--- config.mk ---
export PLATFORM = sky130hd
export DESIGN_NAME = iee_front
export DESIGN_NICKNAME = d
export VERILOG_FILES = /design/src/hw/rtl/iee_pkg.sv /design/src/hw/rtl/iee_front.sv
export SDC_FILE = /design/constraint.sdc
export NUM_CORES = 1
export LEC_CHECK = 0
export BUFFER_PORTS_ARGS = -buffer_cell sky130_fd_sc_hd__buf_2
export CAP_MARGIN = 20
export CORE_UTILIZATION = 45
export CTS_CLUSTER_SIZE = 8
export DETAILED_ROUTE_END_ITERATION = 12
export GPL_ROUTABILITY_DRIVEN = 0
export GPL_TIMING_DRIVEN = 0
export PLACE_DENSITY = 0.7
export SLEW_MARGIN = 10
export SYNTH_ARGS = -nofsm -noshare
export SYNTH_HDL_FRONTEND = slang
export SYNTH_SLANG_ARGS = --single-unit
--- constraint.sdc ---
create_clock -name clk -period 2.75 [get_ports clk]
set_input_delay 0.6875 -clock clk [delete_from_list [all_inputs] [get_ports clk]]
set_output_delay 0.6875 -clock clk [all_outputs]
set_load 0.01 [all_outputs]
--- src/hw/rtl/iee_pkg.sv ---
// ----------------------------------------------------------------------------
// iee_pkg: shared types and constants of the infix expression evaluator
// Beat structs, token classes, operator codes, status codes, ALU interface.
// ----------------------------------------------------------------------------
package iee_pkg;

	typedef struct packed {
		logic [7:0] character;
		logic       last;
	} item_t;

	typedef struct packed {
		logic signed [63:0] value;
		logic [1:0]         status;
	} result_t;

	typedef enum logic [2:0] {
		CLS_DIGIT,
		CLS_STAR,
		CLS_PLUS,
		CLS_MINUS,
		CLS_SLASH,
		CLS_OTHER
	} cls_t;

	typedef struct packed {
		cls_t       cls;
		logic [3:0] digit;
		logic       last;
	} token_t;

	typedef enum logic [1:0] {
		OP_ADD,
		OP_SUB,
		OP_MUL,
		OP_DIV
	} op_t;

	typedef enum logic [2:0] {
		ALU_ADD,
		ALU_SUB,
		ALU_MUL,
		ALU_DIV,
		ALU_PSTEP
	} alu_op_t;

	typedef struct packed {
		logic    start;
		alu_op_t op;
	} alu_req_t;

	typedef struct packed {
		logic done;
		logic sat;
		logic div_zero;
	} alu_rsp_t;

	localparam logic [1:0] ST_OK  = 2'd0;
	localparam logic [1:0] ST_DIV = 2'd1;
	localparam logic [1:0] ST_SAT = 2'd2;
	localparam logic [1:0] ST_BAD = 2'd3;

	localparam logic [63:0] SIGN_BIT = 64'h8000_0000_0000_0000;
	localparam logic [63:0] POS_MAX  = 64'h7FFF_FFFF_FFFF_FFFF;

	localparam int QUEUE_DEPTH = 2;

	function automatic logic [63:0] magnitude(input logic [63:0] x);
		return x[63] ? (64'd0 - x) : x;
	endfunction

endpackage

--- src/hw/rtl/iee_front.sv ---
// ----------------------------------------------------------------------------
// iee_front: character classifier and token queue
// Decodes each input beat into a token and holds it in a short queue.
// ----------------------------------------------------------------------------
module iee_front (
	input  logic            clk,
	input  logic            arst_n,
	input  logic            push,
	output logic            full,
	input  iee_pkg::item_t  item,
	output logic            tok_valid,
	output iee_pkg::token_t tok,
	input  logic            tok_pop
);
	import iee_pkg::*;

	localparam int PtrBits = $clog2(QUEUE_DEPTH);

	localparam logic [7:0] CH_ZERO  = 8'h30;
	localparam logic [7:0] CH_NINE  = 8'h39;
	localparam logic [7:0] CH_STAR  = 8'h2A;
	localparam logic [7:0] CH_PLUS  = 8'h2B;
	localparam logic [7:0] CH_MINUS = 8'h2D;
	localparam logic [7:0] CH_SLASH = 8'h2F;

	token_t             ent_q [QUEUE_DEPTH];
	logic [PtrBits-1:0] wr_q, rd_q;
	logic [PtrBits:0]   cnt_q;
	token_t             dec;
	logic               wr_en, rd_en;

	always_comb begin
		dec.last  = item.last;
		dec.digit = item.character[3:0];
		if (item.character >= CH_ZERO && item.character <= CH_NINE) begin
			dec.cls = CLS_DIGIT;
		end else begin
			unique case (item.character)
				CH_STAR:  dec.cls = CLS_STAR;
				CH_PLUS:  dec.cls = CLS_PLUS;
				CH_MINUS: dec.cls = CLS_MINUS;
				CH_SLASH: dec.cls = CLS_SLASH;
				default:  dec.cls = CLS_OTHER;
			endcase
		end
	end

	assign full      = (cnt_q == (PtrBits+1)'(QUEUE_DEPTH));
	assign tok_valid = (cnt_q != '0);
	assign tok       = ent_q[rd_q];
	assign wr_en     = push && !full;
	assign rd_en     = tok_pop && tok_valid;

	always_ff @(posedge clk or negedge arst_n) begin
		if (!arst_n) begin
			wr_q  <= '0;
			rd_q  <= '0;
			cnt_q <= '0;
		end else begin
			if (wr_en)
				wr_q <= wr_q + 1'b1;
			if (rd_en)
				rd_q <= rd_q + 1'b1;
			cnt_q <= cnt_q + (PtrBits+1)'(wr_en) - (PtrBits+1)'(rd_en);
		end
	end

	always_ff @(posedge clk) begin
		if (wr_en)
			ent_q[wr_q] <= dec;
	end

endmodule

==> metrics.csv, run 1 <==
metric,value,unit
postSynthAreaPerCell,15.3,um^2
run_status,"complete, no violations",
post-dp-hpwl,1050,um
drt_first_iter_violations,8,
finalCoreUtilization,59.0,%
clk_pin_slew,0.10,ns
yosys_most_used_dff,sky130_fd_sc_hd__edfxtp_1,
synth_edf_count,16,
synth_cell_types,23,
wirelength_met1,615,um
preCtsSetupSlack,0.922,ns
post_dp_cell_area,1010,um^2
grt_max_degree,12,
cap_violations,0,
wirelength,1390,um
final.setup.tns,0,ns
proportion_of_layout_cells_with_a_drive_suffix_above_1,43.4,%
cellLeakagePower,0.414,nW
diode_count,0,
min_path_type,primary input to async pin,
worst_skew_pair.late_latency,0.29,ns
critPathMaxFanout,9,
antenna_violating_nets_post_route,0,
period_minus_slack,2.04,ns
first_global_vias,536,
netlist_area,873,um^2
dieHeight,46.1,um
die-area,2120,um^2
io_pins,23,
timing.critical_path.required,2.06,ns
area_growth,19.2,%
fmaxAchievable,490,MHz
vias,533,
timing.final.setup_violations,0,
drt_drc_violations_left,0,
grt_pass1_wl,2290,um
synth_sequential_area_ratio,66.5,%
synth_warnings,0,
async_flop_share,20.0,%
post-route-worst-setup-slack,0.708,ns
tritoncts,done,
power_density,899,nW/um^2
rsz0062_at_grt,no,
grt_usage,16.0,%
floorplan_row_count,15,
die_x,46.1,um
max_root_sink_buffers,2,
detail_route.first_pass.iterations,4,
tritoncts_num_sinks,20,
dr.max_layer_used,met3,
post-cts-setup-buffers,0,
start_util,49.5,%
wl_met3,49,um
nNetsFinal,99,
cp_data_arrival_time,1.35,ns
layout.cells.non_filler,108,
cts.hold.buffers_added,0,
worst_slew_margin_rel,54.4,%
most_common_cell_after_layout_fill_and_taps_aside,sky130_fd_sc_hd__buf_2,
final.setup_skew,0.00260,ns
initial_antenna_violation_count,0,
avgRoutedWirePerCell,12.9,um
global_route.overflow_total,0,
worstMarginPinSlew,0.682,ns
pins_over_slew_limit,0,
total_clock_buffers_created_by_cts,3,
mappedNetlistNets,72,
hold_ws,0.187,ns
hold_viol,0,
timing.critical_path.from_type,flip-flop,
layout_common_cells,"sky130_fd_sc_hd__buf_2 (23), sky130_fd_sc_hd__edfxtp_1 (16), sky130_fd_sc_hd__mux2_2 (8)",
detail_route.vias_per_cell,4.94,
synthCells,57,
ys_ff_latch,20,
detailroute.wirelength.met2,728,um
fin_area,1040,um^2
layout_worst_path_cycle_share,74.3,%
setup.worst_path.class,flip-flop to output port,
h-tree-depth,1,
final.fill_count,170,
placed_cells,104,
post_cts_resized,0,
clock_tree.root_cell,sky130_fd_sc_hd__clkbuf_4,
finalPower,936,uW
fp.coreArea,1760,um^2
kind_of_end_point_of_the_critical_path,output port,
irDropWorstVdd,538,uV
port_buffers,22,
-- cell usage after synthesis (2+ instances only) --
library cell / number / area, um^2
sky130_fd_sc_hd__edfxtp_1: 16 / 480
sky130_fd_sc_hd__mux2_2: 8 / 90.1
sky130_fd_sc_hd__dfrtp_1: 4 / 100
sky130_fd_sc_hd__inv_1: 3 / 11.3
sky130_fd_sc_hd__xnor2_1: 3 / 26.3
sky130_fd_sc_hd__ha_1: 2 / 25.0
sky130_fd_sc_hd__nand2_1: 2 / 7.51
sky130_fd_sc_hd__nand2b_1: 2 / 12.5
sky130_fd_sc_hd__o21ai_0: 2 / 10.0
sky130_fd_sc_hd__xor2_1: 2 / 17.5
-- power breakdown --
part	switching [mW]	internal (mW)
Combinational	0.179	0.176
Sequential	0.0286	0.419
Clock	0.0805	0.0527
-- routing by layer --
layer / track usage, % / vias up
met2: 28.5 / 18
met4: 5.29 / 0
met1: 19.1 / 253
met5: 0 / -
met3: 3.53 / 0
li1: - / 262
-- cells by family (layout without fill, tap and decap cells) --
| logic type | Yosys count | after routing | synth area share (%) |
|---|---|---|---|
| flops | 20 | 20 | 66.5 |
| compound gates | 5 | 5 | 3.58 |
| mux | 8 | 8 | 10.3 |
| simple gates | 13 | 13 | 9.89 |
| fa+ha+maj | 2 | 2 | 2.86 |
| buf+inv | 4 | 30 | 1.86 |
| xor+xnor | 5 | 5 | 5.02 |
-- final cells by class --
type                       instances  area (um^2)  share of cell area [%]
sequential                        20          581                    55.8
multi-input combinational         33          277                    26.6
timing repair buffer              22          110                    10.6
tap                               25         31.3                    3.00
clock buffer                       3         22.5                    2.16
inverter                           3         11.3                    1.08
buffer                             1         5.00                   0.481
clock inverter                     1         3.75                   0.361
-- critical path: stages (launching register included) --
cell	delay (ns)
sky130_fd_sc_hd__dfrtp_1	0.33
sky130_fd_sc_hd__buf_2	0.24
sky130_fd_sc_hd__mux2_2	0.37
sky130_fd_sc_hd__buf_2	0.14
-- flip-flops by register name (all words and copies together), names as in the netlist --
name   cells
ent_q     16
cnt_q      2
rd_q       1
wr_q       1
-- final timing paths --
path / startpoint / to / slack (ns) / cells past startpoint
max: rd_q / tok[2] / 0.71 / 3
min: arst_n / cnt_q[0] / 0.19 / 1
max reg2reg: cnt_q[1] / cnt_q[1] / 1.05 / 7
min reg2reg: wr_q / wr_q / 0.50 / 1
max in group asynchronous: arst_n / rd_q / 2.45 / 1
min in group clk: wr_q / wr_q / 0.50 / 1
Note: power is estimated with default switching activity, not from simulation.
==> run 2: changes to the inputs <==
- clock period: 2.75 -> 1.9 ns (I/O delays scaled with it)
==> run 2 against run 1 <==
Effect of this change:
- total power rose by 46%
- final cell count rose by 0.93%
- non-clock buffer count rose by 1
- clock skew fell by 0.00081 ns
- global-route usage rose by 0.25 points
- flip-flop and latch count did not move
- critical path depth did not move
- wire length rose by 3.2%
- worst hold slack improved by 0.19 ns
- via count rose by 2.4%
==> metrics.csv, run 2 (synthesis gave the netlist of run 1 again) <==
metric,value,unit,change
post-cts-setup-buffers,0,,unchanged
run_status,"complete, no violations",,unchanged
vias,546,,was 533
port_buffers,22,,unchanged
largest_reg_by_ff_count,ent_q,,unchanged
critPathMaxFanout,9,,unchanged
cap_violations,0,,unchanged
clk_pin_slew,0.10,ns,about the same
layout_common_cells,"sky130_fd_sc_hd__buf_2 (22), sky130_fd_sc_hd__edfxtp_1 (16), sky130_fd_sc_hd__mux2_2 (8)",,"was sky130_fd_sc_hd__buf_2 (23), sky130_fd_sc_hd__edfxtp_1 (16), sky130_fd_sc_hd__mux2_2 (8)"
drt_drc_violations_left,0,,unchanged
die_x,46.1,um,unchanged
power.share.switching,30.7,%,was 30.8%
first_global_vias,542,,was 536
start_util,49.5,%,unchanged
tritoncts,done,,unchanged
tritoncts_num_sinks,20,,unchanged
timing.critical_path.from_type,flip-flop,,unchanged
cp_data_arrival_time,1.32,ns,was 1.35 ns
rsz0062_at_grt,no,,unchanged
total_clock_buffers_created_by_cts,3,,unchanged
most_common_cell_after_layout_fill_and_taps_aside,sky130_fd_sc_hd__buf_2,,unchanged
multiInputGateArea,277,um^2,unchanged
floorplan_row_count,15,,unchanged
detail_route.first_pass.iterations,2,,was 4
die-area,2120,um^2,unchanged
timing.final.setup_violations,0,,unchanged
cellLeakagePower,0.418,nW,was 0.414 nW
proportion_of_layout_cells_with_a_drive_suffix_above_1,42.9,%,was 43.4%
grt_max_degree,12,,unchanged
avgRoutedWirePerCell,13.2,um,was 12.9 um
h-tree-depth,1,,unchanged
kind_of_end_point_of_the_critical_path,output port,,unchanged
area.sequential,581,um^2,unchanged
hold_viol,0,,unchanged
p_switching,418,uW,was 288 uW
wl_met3,42,um,was 49 um
irDropWorstVdd,792,uV,was 538 uV
power_density,1290,nW/um^2,was 899 nW/um^2
final.setup.tns,0,ns,unchanged
grt_pass1_wl,2330,um,was 2290 um
grt_usage,16.3,%,was 16.0%
layout_worst_path_cycle_share,94.3,%,
worst_skew_pair.late_latency,0.28,ns,was 0.29 ns
worst_slew_margin_rel,54.2,%,was 54.4%
antenna_violating_nets_post_route,0,,unchanged
diode_count,0,,unchanged
pins_over_slew_limit,0,,unchanged
detail_route.vias_per_cell,5.01,,was 4.94
post-route-worst-setup-slack,0.108,ns,was 0.708 ns
final.fill_count,169,,was 170
p_seq_share,47.6,%,was 47.8%
final.setup_skew,0.00179,ns,was 0.00260 ns
p_clk_share,14.1,%,was 14.2%
global_route.overflow_total,0,,unchanged
io_pins,23,,unchanged
nNetsFinal,100,,was 99
wirelength,1440,um,was 1390 um
power_frac_comb,38.3,%,was 38.0%
post-dp-hpwl,1050,um,unchanged
preCtsSetupSlack,0.199,ns,was 0.922 ns
drt_first_iter_violations,2,,was 8
timing.critical_path.required,1.42,ns,was 2.06 ns
period_minus_slack,1.79,ns,
dieHeight,46.1,um,unchanged
largestRegisters,"ent_q (16), cnt_q (2)",,unchanged
dr.max_layer_used,met3,,unchanged
worstMarginPinSlew,0.684,ns,was 0.682 ns
setup.worst_path.class,flip-flop to output port,,unchanged
internal_power_summed_over_all_cells,944,uW,was 648 uW
area_growth,20.6,%,was 19.2%
fmaxAchievable,558,MHz,
largest_register_ffs,16,,unchanged
wirelength_met1,659,um,was 615 um
detailroute.wirelength.met2,735,um,was 728 um
fp.coreArea,1760,um^2,unchanged
initial_antenna_violation_count,0,,unchanged
max_root_sink_buffers,2,,unchanged
clock_tree.root_cell,sky130_fd_sc_hd__clkbuf_4,,unchanged
min_path_type,primary input to flip-flop,,was primary input to async pin
[run 2: final cells by class]
cell class / instances / share of cell area, %
Buffer: 1 / 0.713
Tap cell: 25 / 2.97
Timing Repair Buffer: 23 / 11.4
Sequential cell: 20 / 55.1
Clock buffer: 3 / 2.14
Multi-Input combinational cell: 33 / 26.2
Clock inverter: 1 / 0.356
Inverter: 3 / 1.07
[run 2: stage by stage]
stage,power [mW],instance area [um^2],util (%),hold slack (ns),std cells
after CTS,1.37,1050,59.6,0.379,109
after floorplan,1.01,873,-,0.179,57
after detailed placement,1.18,1010,57.5,0.286,104
after global placement,1.16,1010,57.5,0.287,104
final,1.36,1050,59.7,0.380,109
after global routing,1.46,1050,59.7,0.355,109
[run 2: worst paths after layout]
path                            startpoint     endpoint  cells after the start  slack, ns
max in group asynchronous           arst_n         rd_q                      2       1.25
min in group asynchronous           arst_n     cnt_q[0]                      2       0.53
worst min register to register        wr_q         wr_q                      1       0.50
worst min-delay path               item[0]  ent_q[1][0]                      1       0.38
worst max register to register    cnt_q[1]     cnt_q[1]                      7       0.20
worst max-delay path                  rd_q       tok[2]                      3       0.11
[run 2: what timing repair did]
item                                    4_1_cts  5_1_grt
resized for setup                             0        1
hold endpoints to repair                      4        0
endpoints found under the setup margin        0        4
hold buffers                                  1        0
[run 2: power groups by stage]
| stage | logic, mW | clock network [mW] | registers (mW) |
|---|---|---|---|
| floorplan | 0.367 | 0 | 0.647 |
| global route | 0.579 | 0.222 | 0.659 |
| finish | 0.521 | 0.192 | 0.649 |
| global placement | 0.508 | 0 | 0.653 |
| CTS | 0.527 | 0.195 | 0.649 |
| detailed placement | 0.526 | 0 | 0.658 |
[run 2: critical path, stage by stage (launching register included)]
cell and delay (ns):
sky130_fd_sc_hd__dfrtp_1 0.33, sky130_fd_sc_hd__clkbuf_4 0.21, sky130_fd_sc_hd__mux2_2 0.35, sky130_fd_sc_hd__buf_2 0.14
[run 2: per-layer routing]
| metal | up-vias | GRT usage (%) |
|---|---|---|
| met3 | 0 | 3.53 |
| met2 | 14 | 29.0 |
| met1 | 267 | 19.3 |
| met5 | - | 0 |
| met4 | 0 | 5.29 |
| li1 | 265 | - |
