--- src/hw/rtl/iee_pkg.sv ---
// ----------------------------------------------------------------------------
// iee_pkg: shared types and constants of the infix expression evaluator
// Beat structs, token classes, operator codes, status codes, ALU interface.
// ----------------------------------------------------------------------------
package iee_pkg;

	typedef struct packed {
		logic [7:0] character;
		logic       last;
	} item_t;

	typedef struct packed {
		logic signed [63:0] value;
		logic [1:0]         status;
	} result_t;

	typedef enum logic [2:0] {
		CLS_DIGIT,
		CLS_STAR,
		CLS_PLUS,
		CLS_MINUS,
		CLS_SLASH,
		CLS_OTHER
	} cls_t;

	typedef struct packed {
		cls_t       cls;
		logic [3:0] digit;
		logic       last;
	} token_t;

	typedef enum logic [1:0] {
		OP_ADD,
		OP_SUB,
		OP_MUL,
		OP_DIV
	} op_t;

	typedef enum logic [2:0] {
		ALU_ADD,
		ALU_SUB,
		ALU_MUL,
		ALU_DIV,
		ALU_PSTEP
	} alu_op_t;

	typedef struct packed {
		logic    start;
		alu_op_t op;
	} alu_req_t;

	typedef struct packed {
		logic done;
		logic sat;
		logic div_zero;
	} alu_rsp_t;

	localparam logic [1:0] ST_OK  = 2'd0;
	localparam logic [1:0] ST_DIV = 2'd1;
	localparam logic [1:0] ST_SAT = 2'd2;
	localparam logic [1:0] ST_BAD = 2'd3;

	localparam logic [63:0] SIGN_BIT = 64'h8000_0000_0000_0000;
	localparam logic [63:0] POS_MAX  = 64'h7FFF_FFFF_FFFF_FFFF;

	localparam int QUEUE_DEPTH = 2;

	function automatic logic [63:0] magnitude(input logic [63:0] x);
		return x[63] ? (64'd0 - x) : x;
	endfunction

endpackage

--- src/hw/rtl/iee_back.sv ---
// ----------------------------------------------------------------------------
// iee_back: expression sequencer
// Runs tokens against the value and operator stacks and drives the result.
// ----------------------------------------------------------------------------
module iee_back #(
	parameter int FRACTION_BITS = 32,
	parameter int LITERAL_BITS  = 31
) (
	input  logic              clk,
	input  logic              arst_n,
	input  logic              tok_valid,
	input  iee_pkg::token_t   tok,
	output logic              tok_pop,
	output iee_pkg::alu_req_t alu_req,
	output logic [63:0]       alu_a,
	output logic [63:0]       alu_b,
	input  iee_pkg::alu_rsp_t alu_rsp,
	input  logic [63:0]       alu_res,
	input  logic              alu_busy,
	output logic              empty,
	input  logic              pop,
	output iee_pkg::result_t  result
);
	import iee_pkg::*;

	localparam int BitW = $clog2(LITERAL_BITS);
	localparam int AccW = LITERAL_BITS + 4;
	localparam logic [63:0] QOne = 64'(1) << FRACTION_BITS;
	localparam logic [AccW-1:0] LitMax = AccW'({LITERAL_BITS{1'b1}});

	typedef enum logic [3:0] {
		S_IDLE,
		S_DECODE,
		S_FIN,
		S_PW_SQ,
		S_PW_SQW,
		S_PW_MW,
		S_PW_NEXT,
		S_PW_END,
		S_COMMIT,
		S_RED_CHK,
		S_RED_W,
		S_PUSHOP,
		S_DIGIT,
		S_END,
		S_EMIT
	} state_t;

	state_t                  state_q, fin_next_q, red_next_q;
	token_t                  tok_q;
	logic [63:0]             vs0_q, vs1_q, vs2_q;
	op_t                     os0_q, os1_q, cm_q;
	logic [1:0]              opc_q, vc_q, err_q;
	logic [LITERAL_BITS-1:0] acc_q, exp_q;
	logic                    star_q, pp_q, digit_q, red_all_q;
	logic [63:0]             m_q, bmag_q;
	logic                    pneg_q, psat_q;
	logic [BitW-1:0]         bit_q;
	alu_req_t                alu_req_q;
	logic [63:0]             alu_a_q, alu_b_q;
	result_t                 res_q;
	logic                    rvalid_q;

	logic            halted, emit_go;
	logic [AccW-1:0] acc_next;
	logic [63:0]     bottom, plim;

	function automatic logic [1:0] raise(input logic [1:0] cur, input logic [1:0] code);
		if (code == ST_SAT)
			return (cur == ST_OK) ? ST_SAT : cur;
		return (cur == ST_OK || cur == ST_SAT) ? code : cur;
	endfunction

	assign halted   = (err_q == ST_DIV) || (err_q == ST_BAD);
	assign emit_go  = (state_q == S_EMIT) && (!rvalid_q || pop);
	assign tok_pop  = (state_q == S_IDLE) && tok_valid;
	assign acc_next = (AccW'(acc_q) << 3) + (AccW'(acc_q) << 1) + AccW'(tok_q.digit);
	assign plim     = pneg_q ? SIGN_BIT : POS_MAX;

	always_comb begin
		case (vc_q)
			2'd1:    bottom = vs0_q;
			2'd2:    bottom = vs1_q;
			2'd3:    bottom = vs2_q;
			default: bottom = '0;
		endcase
	end

	always_ff @(posedge clk or negedge arst_n) begin
		if (!arst_n) begin
			state_q    <= S_IDLE;
			fin_next_q <= S_END;
			red_next_q <= S_PUSHOP;
			tok_q      <= '0;
			vs0_q      <= '0;
			vs1_q      <= '0;
			vs2_q      <= '0;
			os0_q      <= OP_ADD;
			os1_q      <= OP_ADD;
			cm_q       <= OP_ADD;
			opc_q      <= '0;
			vc_q       <= '0;
			err_q      <= ST_OK;
			acc_q      <= '0;
			exp_q      <= '0;
			star_q     <= 1'b0;
			pp_q       <= 1'b0;
			digit_q    <= 1'b0;
			red_all_q  <= 1'b0;
			m_q        <= '0;
			bmag_q     <= '0;
			pneg_q     <= 1'b0;
			psat_q     <= 1'b0;
			bit_q      <= '0;
			alu_req_q  <= '0;
			alu_a_q    <= '0;
			alu_b_q    <= '0;
			res_q      <= '0;
			rvalid_q   <= 1'b0;
		end else begin
			alu_req_q.start <= 1'b0;
			if (pop && rvalid_q)
				rvalid_q <= 1'b0;
			unique case (state_q)
				S_IDLE: begin
					if (tok_valid) begin
						tok_q   <= tok;
						state_q <= S_DECODE;
					end
				end
				S_DECODE: begin
					if (halted) begin
						state_q <= S_END;
					end else begin
						unique case (tok_q.cls)
							CLS_DIGIT: begin
								if (star_q) begin
									star_q  <= 1'b0;
									cm_q    <= OP_MUL;
									state_q <= S_COMMIT;
								end else begin
									state_q <= S_DIGIT;
								end
							end
							CLS_STAR: begin
								if (star_q) begin
									star_q  <= 1'b0;
									pp_q    <= 1'b1;
									state_q <= S_END;
								end else if (!digit_q) begin
									err_q   <= raise(err_q, ST_BAD);
									state_q <= S_END;
								end else begin
									star_q     <= 1'b1;
									fin_next_q <= S_END;
									state_q    <= S_FIN;
								end
							end
							CLS_PLUS, CLS_MINUS, CLS_SLASH: begin
								if (star_q || !digit_q) begin
									err_q   <= raise(err_q, ST_BAD);
									state_q <= S_END;
								end else begin
									case (tok_q.cls)
										CLS_PLUS:  cm_q <= OP_ADD;
										CLS_MINUS: cm_q <= OP_SUB;
										default:   cm_q <= OP_DIV;
									endcase
									fin_next_q <= S_COMMIT;
									state_q    <= S_FIN;
								end
							end
							default: begin
								err_q   <= raise(err_q, ST_BAD);
								state_q <= S_END;
							end
						endcase
					end
				end
				S_FIN: begin
					acc_q   <= '0;
					digit_q <= 1'b0;
					if (pp_q) begin
						pp_q <= 1'b0;
						if (vc_q != 2'd0) begin
							m_q     <= QOne;
							bmag_q  <= magnitude(vs0_q);
							pneg_q  <= vs0_q[63] && acc_q[0];
							psat_q  <= 1'b0;
							exp_q   <= acc_q;
							bit_q   <= BitW'(LITERAL_BITS - 1);
							state_q <= S_PW_SQ;
						end else begin
							state_q <= fin_next_q;
						end
					end else begin
						if (vc_q != 2'd3) begin
							vs2_q <= vs1_q;
							vs1_q <= vs0_q;
							vs0_q <= 64'(acc_q) << FRACTION_BITS;
							vc_q  <= vc_q + 2'd1;
						end
						state_q <= fin_next_q;
					end
				end
				// square and multiply, exponent bits from the top down
				S_PW_SQ: begin
					alu_req_q <= '{start: 1'b1, op: ALU_PSTEP};
					alu_a_q   <= m_q;
					alu_b_q   <= m_q;
					state_q   <= S_PW_SQW;
				end
				S_PW_SQW: begin
					if (alu_rsp.done) begin
						m_q    <= alu_res;
						psat_q <= psat_q | alu_rsp.sat;
						if (exp_q[bit_q]) begin
							alu_req_q <= '{start: 1'b1, op: ALU_PSTEP};
							alu_a_q   <= alu_res;
							alu_b_q   <= bmag_q;
							state_q   <= S_PW_MW;
						end else begin
							state_q <= S_PW_NEXT;
						end
					end
				end
				S_PW_MW: begin
					if (alu_rsp.done) begin
						m_q     <= alu_res;
						psat_q  <= psat_q | alu_rsp.sat;
						state_q <= S_PW_NEXT;
					end
				end
				S_PW_NEXT: begin
					if (bit_q == '0) begin
						state_q <= S_PW_END;
					end else begin
						bit_q   <= bit_q - 1'b1;
						state_q <= S_PW_SQ;
					end
				end
				S_PW_END: begin
					if (psat_q || m_q > plim) begin
						err_q <= raise(err_q, ST_SAT);
						vs0_q <= plim;
					end else begin
						vs0_q <= pneg_q ? (64'd0 - m_q) : m_q;
					end
					state_q <= fin_next_q;
				end
				S_COMMIT: begin
					red_next_q <= S_PUSHOP;
					if (cm_q == OP_ADD || cm_q == OP_SUB) begin
						red_all_q <= 1'b1;
						state_q   <= S_RED_CHK;
					end else if (opc_q != 2'd0 && os0_q[1]) begin
						red_all_q <= 1'b0;
						state_q   <= S_RED_CHK;
					end else begin
						state_q <= S_PUSHOP;
					end
				end
				S_RED_CHK: begin
					if (opc_q != 2'd0 && vc_q >= 2'd2 && (!red_all_q || !halted)) begin
						alu_req_q.start <= 1'b1;
						case (os0_q)
							OP_ADD:  alu_req_q.op <= ALU_ADD;
							OP_SUB:  alu_req_q.op <= ALU_SUB;
							OP_MUL:  alu_req_q.op <= ALU_MUL;
							default: alu_req_q.op <= ALU_DIV;
						endcase
						alu_a_q <= vs1_q;
						alu_b_q <= vs0_q;
						state_q <= S_RED_W;
					end else begin
						state_q <= red_next_q;
					end
				end
				S_RED_W: begin
					if (alu_rsp.done) begin
						vs0_q <= alu_res;
						vs1_q <= vs2_q;
						vc_q  <= vc_q - 2'd1;
						os0_q <= os1_q;
						opc_q <= opc_q - 2'd1;
						if (alu_rsp.div_zero)
							err_q <= raise(err_q, ST_DIV);
						else if (alu_rsp.sat)
							err_q <= raise(err_q, ST_SAT);
						state_q <= red_all_q ? S_RED_CHK : red_next_q;
					end
				end
				S_PUSHOP: begin
					if (!halted && opc_q != 2'd2) begin
						os1_q <= os0_q;
						os0_q <= cm_q;
						opc_q <= opc_q + 2'd1;
					end
					state_q <= (tok_q.cls == CLS_DIGIT) ? S_DIGIT : S_END;
				end
				S_DIGIT: begin
					if (!halted) begin
						if (acc_next > LitMax) begin
							acc_q <= LITERAL_BITS'(LitMax);
							err_q <= raise(err_q, ST_SAT);
						end else begin
							acc_q <= LITERAL_BITS'(acc_next);
						end
						digit_q <= 1'b1;
					end
					state_q <= S_END;
				end
				S_END: begin
					if (!tok_q.last) begin
						state_q <= S_IDLE;
					end else if (halted) begin
						state_q <= S_EMIT;
					end else if (star_q || !digit_q) begin
						err_q   <= raise(err_q, ST_BAD);
						state_q <= S_EMIT;
					end else begin
						fin_next_q <= S_RED_CHK;
						red_all_q  <= 1'b1;
						red_next_q <= S_EMIT;
						state_q    <= S_FIN;
					end
				end
				S_EMIT: begin
					if (emit_go) begin
						res_q.value  <= (halted || vc_q == 2'd0) ? 64'd0 : bottom;
						res_q.status <= err_q;
						rvalid_q     <= 1'b1;
						vc_q         <= '0;
						opc_q        <= '0;
						acc_q        <= '0;
						star_q       <= 1'b0;
						pp_q         <= 1'b0;
						digit_q      <= 1'b0;
						err_q        <= ST_OK;
						state_q      <= S_IDLE;
					end
				end
				default: state_q <= S_IDLE;
			endcase
		end
	end

	assign alu_req = alu_req_q;
	assign alu_a   = alu_a_q;
	assign alu_b   = alu_b_q;
	assign empty   = !rvalid_q;
	assign result  = res_q;

`ifndef NO_ASSERTIONS
	a_reduce_operands: assert property (@(posedge clk) disable iff (!arst_n)
		(state_q == S_RED_W && alu_rsp.done) |-> (vc_q >= 2'd2 && opc_q != 2'd0))
		else $error("reduction finished without two values and an operator");

	a_halt_sticks: assert property (@(posedge clk) disable iff (!arst_n)
		(halted && !emit_go) |=> halted)
		else $error("divide-by-zero or malformed status dropped before emit");

	a_halt_zero_value: assert property (@(posedge clk) disable iff (!arst_n)
		(rvalid_q && (res_q.status == ST_DIV || res_q.status == ST_BAD))
		|-> (res_q.value == 64'd0))
		else $error("error result carries a nonzero value");

	a_alu_start_idle: assert property (@(posedge clk) disable iff (!arst_n)
		alu_req_q.start |-> !alu_busy)
		else $error("arithmetic unit started while busy");
`endif

endmodule

--- config.mk ---
export PLATFORM = sky130hd
export DESIGN_NAME = iee_back
export DESIGN_NICKNAME = d
export VERILOG_FILES = /design/src/hw/rtl/iee_pkg.sv /design/src/hw/rtl/iee_back.sv
export SDC_FILE = /design/constraint.sdc
export NUM_CORES = 2
export LEC_CHECK = 0
export BUFFER_PORTS_ARGS = -buffer_cell sky130_fd_sc_hd__buf_2
export CAP_MARGIN = 10
export CORE_MARGIN = 1
export CORE_UTILIZATION = 61
export DETAILED_ROUTE_END_ITERATION = 6
export PLACE_DENSITY = 0.87
export SLEW_MARGIN = 20
export SYNTH_ARGS = -nofsm -noshare
export SYNTH_HDL_FRONTEND = slang
export SYNTH_SLANG_ARGS = --single-unit
--- constraint.sdc ---
create_clock -name clk -period 6.65 [get_ports clk]
set_input_delay 0.9975 -clock clk [delete_from_list [all_inputs] [get_ports clk]]
set_output_delay 0.9975 -clock clk [all_outputs]
set_load 0.02 [all_outputs]
==> flow_metrics.env <==
export IMPL_reg2reg_from="pneg_q"
export IMPL_die_w_um=238
export IMPL_cts_tree="done"
export IMPL_cp_max_fo=79
export IMPL_p_leak_uw=0.0168
export IMPL_rrSetupSlack_ns=1.48
export IMPL_drcViolationCount=6
export IMPL_synth_top_area_share_pct=45.5
export IMPL_fin_ws_ns=1.48
export IMPL_setup_viol=0
export IMPL_synthTopCellsByCount="nand2_1, dfrtp_1, nor2_1"
export IMPL_fmax_mhz=194
export IMPL_tns_ns=0
export IMPL_viasPerCell=6.86
export IMPL_drt_iter0_markers=4772
export IMPL_synth_top_flop_cell="dfrtp_1"
export IMPL_ir_worst_vdd_mv=0.304
export IMPL_via_count=32000
export IMPL_grt_pass1_wl_um=168000
export IMPL_avgSynthCellArea_um2=8.93
export IMPL_clkTransAtPathRegs_ns=0.07
export IMPL_core_area_mm2=0.0551
export IMPL_ys_ff_latch=620
export IMPL_synth_most_common_cell="nand2_1"
export IMPL_synth_area_leader_cell="dfrtp_1"
export IMPL_wl_per_cell_um=22.8
export IMPL_finalClockSkew_ns=0.0279
export IMPL_grt_usage_pct=37.4
export IMPL_areaGrowthSynthToFinish_pct=11.4
export IMPL_synth_async_reset_ratio_pct=100
export IMPL_fin_util_pct=68.6
export IMPL_fin_nets=4086
export IMPL_synth_area_mm2=0.0340
export IMPL_start_kind="register"
export IMPL_synth_fp_nets=4015
export IMPL_clkLatencyLatePin_ns=0.63
export IMPL_violations="DRC"
export IMPL_crit_required_ns=7.18
export IMPL_yosysWarnings=0
export IMPL_yosys_top_cells_area="dfrtp_1, nand2_1, o21ai_0"
export IMPL_cts_setup_buffers=0
export IMPL_synth_edf_count=0
export IMPL_dieArea_mm2=0.0566
export IMPL_cts_buffers=67
export IMPL_drt_antenna_violating_nets=0
export IMPL_fillers=4110
export IMPL_worst_slew_pin_slew_ns=1.10
export IMPL_antenna_found_initial=4
export IMPL_crit_arrival_ns=5.70
export IMPL_gp_congestion=0.926
export IMPL_final_period_utilization_pct=77.7
export IMPL_cts_hold_buf=0
export IMPL_overflow=0
export IMPL_r2r_cells=12
export IMPL_ioPinCount=280
export IMPL_yosysSeqAreaShare_pct=45.7
export IMPL_cts_resized=0
export IMPL_finalMaxSlewViolations=0
export IMPL_rsz0062_at_grt="false"
export IMPL_dpl_hpwl_um=68800
export IMPL_fin_crit_ns=5.17
export IMPL_hold_path_class="input pin to async pin"
export IMPL_hold_violations=0
export IMPL_power_uw=18500
export IMPL_htree_levels=3
export IMPL_port_buffers=278
export IMPL_clock_root_buffer="clkbuf_16"
export IMPL_dr_pass1_iters=7
export IMPL_clockBufferDepth=3
export IMPL_dp_slack_ns=1.67
export IMPL_timing_rr_end="vs0_q[34]"
export IMPL_grt_pass1_vias=30300
export IMPL_criticalPathCategory="register to register"
export IMPL_grt_max_degree=240
export IMPL_die_h_um=238
export IMPL_p_per_area_mw_per_mm2=489
export IMPL_start_util_pct=61.6
export IMPL_num_rows=86
export IMPL_yosysUniqueCellTypes=73
export IMPL_drt_wl_total_um=106000
export IMPL_outcome="finished with violations"
export IMPL_drv_cap=0
export IMPL_syn_inst=3801
export IMPL_clock_sinks=620
export IMPL_final_layout_size_suffix_gt1_share_pct=14.3
export IMPL_endpoint_kind="register"
export IMPL_maxSlewHeadroom_pct=26.7
[registers in the layout, indices dropped and copies added, names as in the netlist, 5 cells and up]
name / count
alu_a: 64
result: 66
acc_q: 31
vs0_q: 64
vs1_q: 64
exp_q: 31
vs2_q: 64
m_q: 64
bit_q: 5
tok_q: 8
bmag_q: 64
alu_b: 64
[per-stage QoR]
stage	cell area [µm²]	hold slack (ns)	instances
2_1_floorplan	34000	0.441	3801
3_3_place_gp	35600	0.453	4550
3_5_place_dp	35600	0.459	4550
4_1_cts	37800	0.388	4665
5_1_grt	37800	0.414	4668
6_report	37800	0.371	4668
[where the power goes]
part / internal [µW] / switching [µW]
combinational: 2790 / 5020
clock: 2170 / 1560
sequential: 5090 / 1880
total: 10000 / 8450
[cells by family after synthesis]
logic type | share of synthesized area (%)
mux | 3.56
buf+inv | 4.09
simple gates | 16.4
xor+xnor | 2.37
compound gates | 22.8
fa+ha+maj | 4.98
flops | 45.7
[cell type report]
class / instances / area (µm²) / area share (%)
antenna: 2 / 5.00 / 0.0132
clock buffer: 102 / 2010 / 5.32
clock inverter: 13 / 139 / 0.367
multi-input combinational: 2813 / 17200 / 45.5
tap: 748 / 936 / 2.48
sequential: 620 / 15500 / 41.1
timing repair buffer: 322 / 1790 / 4.74
inverter: 48 / 180 / 0.476
[per-layer routing]
metal / track usage (%) / routed length [µm] / part of all wire [%] / vias to the layer above
met5: 0 / 32 / 0.030 / -
met4: 19.4 / 5430 / 5.1 / 4
met3: 6.72 / 11100 / 10 / 392
met2: 58.9 / 49700 / 47 / 2093
met1: 49.7 / 40200 / 38 / 15500
li1: - / - / - / 14000
[cell usage in the layout, fill, tap and decap left out, types with 15 or more instances in the layout]
master	synthesis	layout
nor2b_1	21	21
mux2_2	79	79
a21o_1	21	21
nor2_1	353	344
o31ai_1	29	29
nand4_1	17	17
nor4_1	30	30
o22ai_1	16	15
buf_2	0	277
buf_4	0	39
a31oi_1	221	221
xnor2_1	20	20
and3_1	31	31
a22oi_1	135	135
inv_1	46	46
a21oi_1	145	142
ha_1	132	129
nor3_1	54	53
nand2_1	670	668
a221o_1	31	31
nand3_1	42	39
nand2b_1	15	15
a222oi_1	65	65
o211ai_1	18	18
clkbuf_1	313	19
a221oi_1	45	45
a211oi_1	23	23
dfrtp_1	617	615
o21ai_0	338	337
xor2_1	72	72
clkbuf_16	0	71
or3_1	22	21
[worst max-delay path by stage]
stage / cells after the start / slack, ns / endpoint / from
2_1_floorplan: 15 / 1.68 / vs0_q[41] / pneg_q
3_3_place_gp: 12 / 1.73 / vs0_q[36] / pneg_q
3_5_place_dp: 12 / 1.67 / vs0_q[34] / pneg_q
4_1_cts: 12 / 1.63 / vs0_q[34] / pneg_q
5_1_grt: 12 / 1.15 / err_q[1] / pneg_q
6_report: 12 / 1.48 / vs0_q[34] / pneg_q
[critical path, stage by stage (launching register included)]
cell	delay, ns
dfrtp_4	0.97
buf_4	0.55
ha_1	0.24
nand4_1	0.11
or2_2	0.33
a211oi_1	0.17
o31ai_1	0.12
a21o_1	0.21
a21oi_4	0.77
and2_1	0.73
buf_4	0.45
o21ai_0	0.17
a31oi_1	0.20
(Power assumes the default switching activity.)
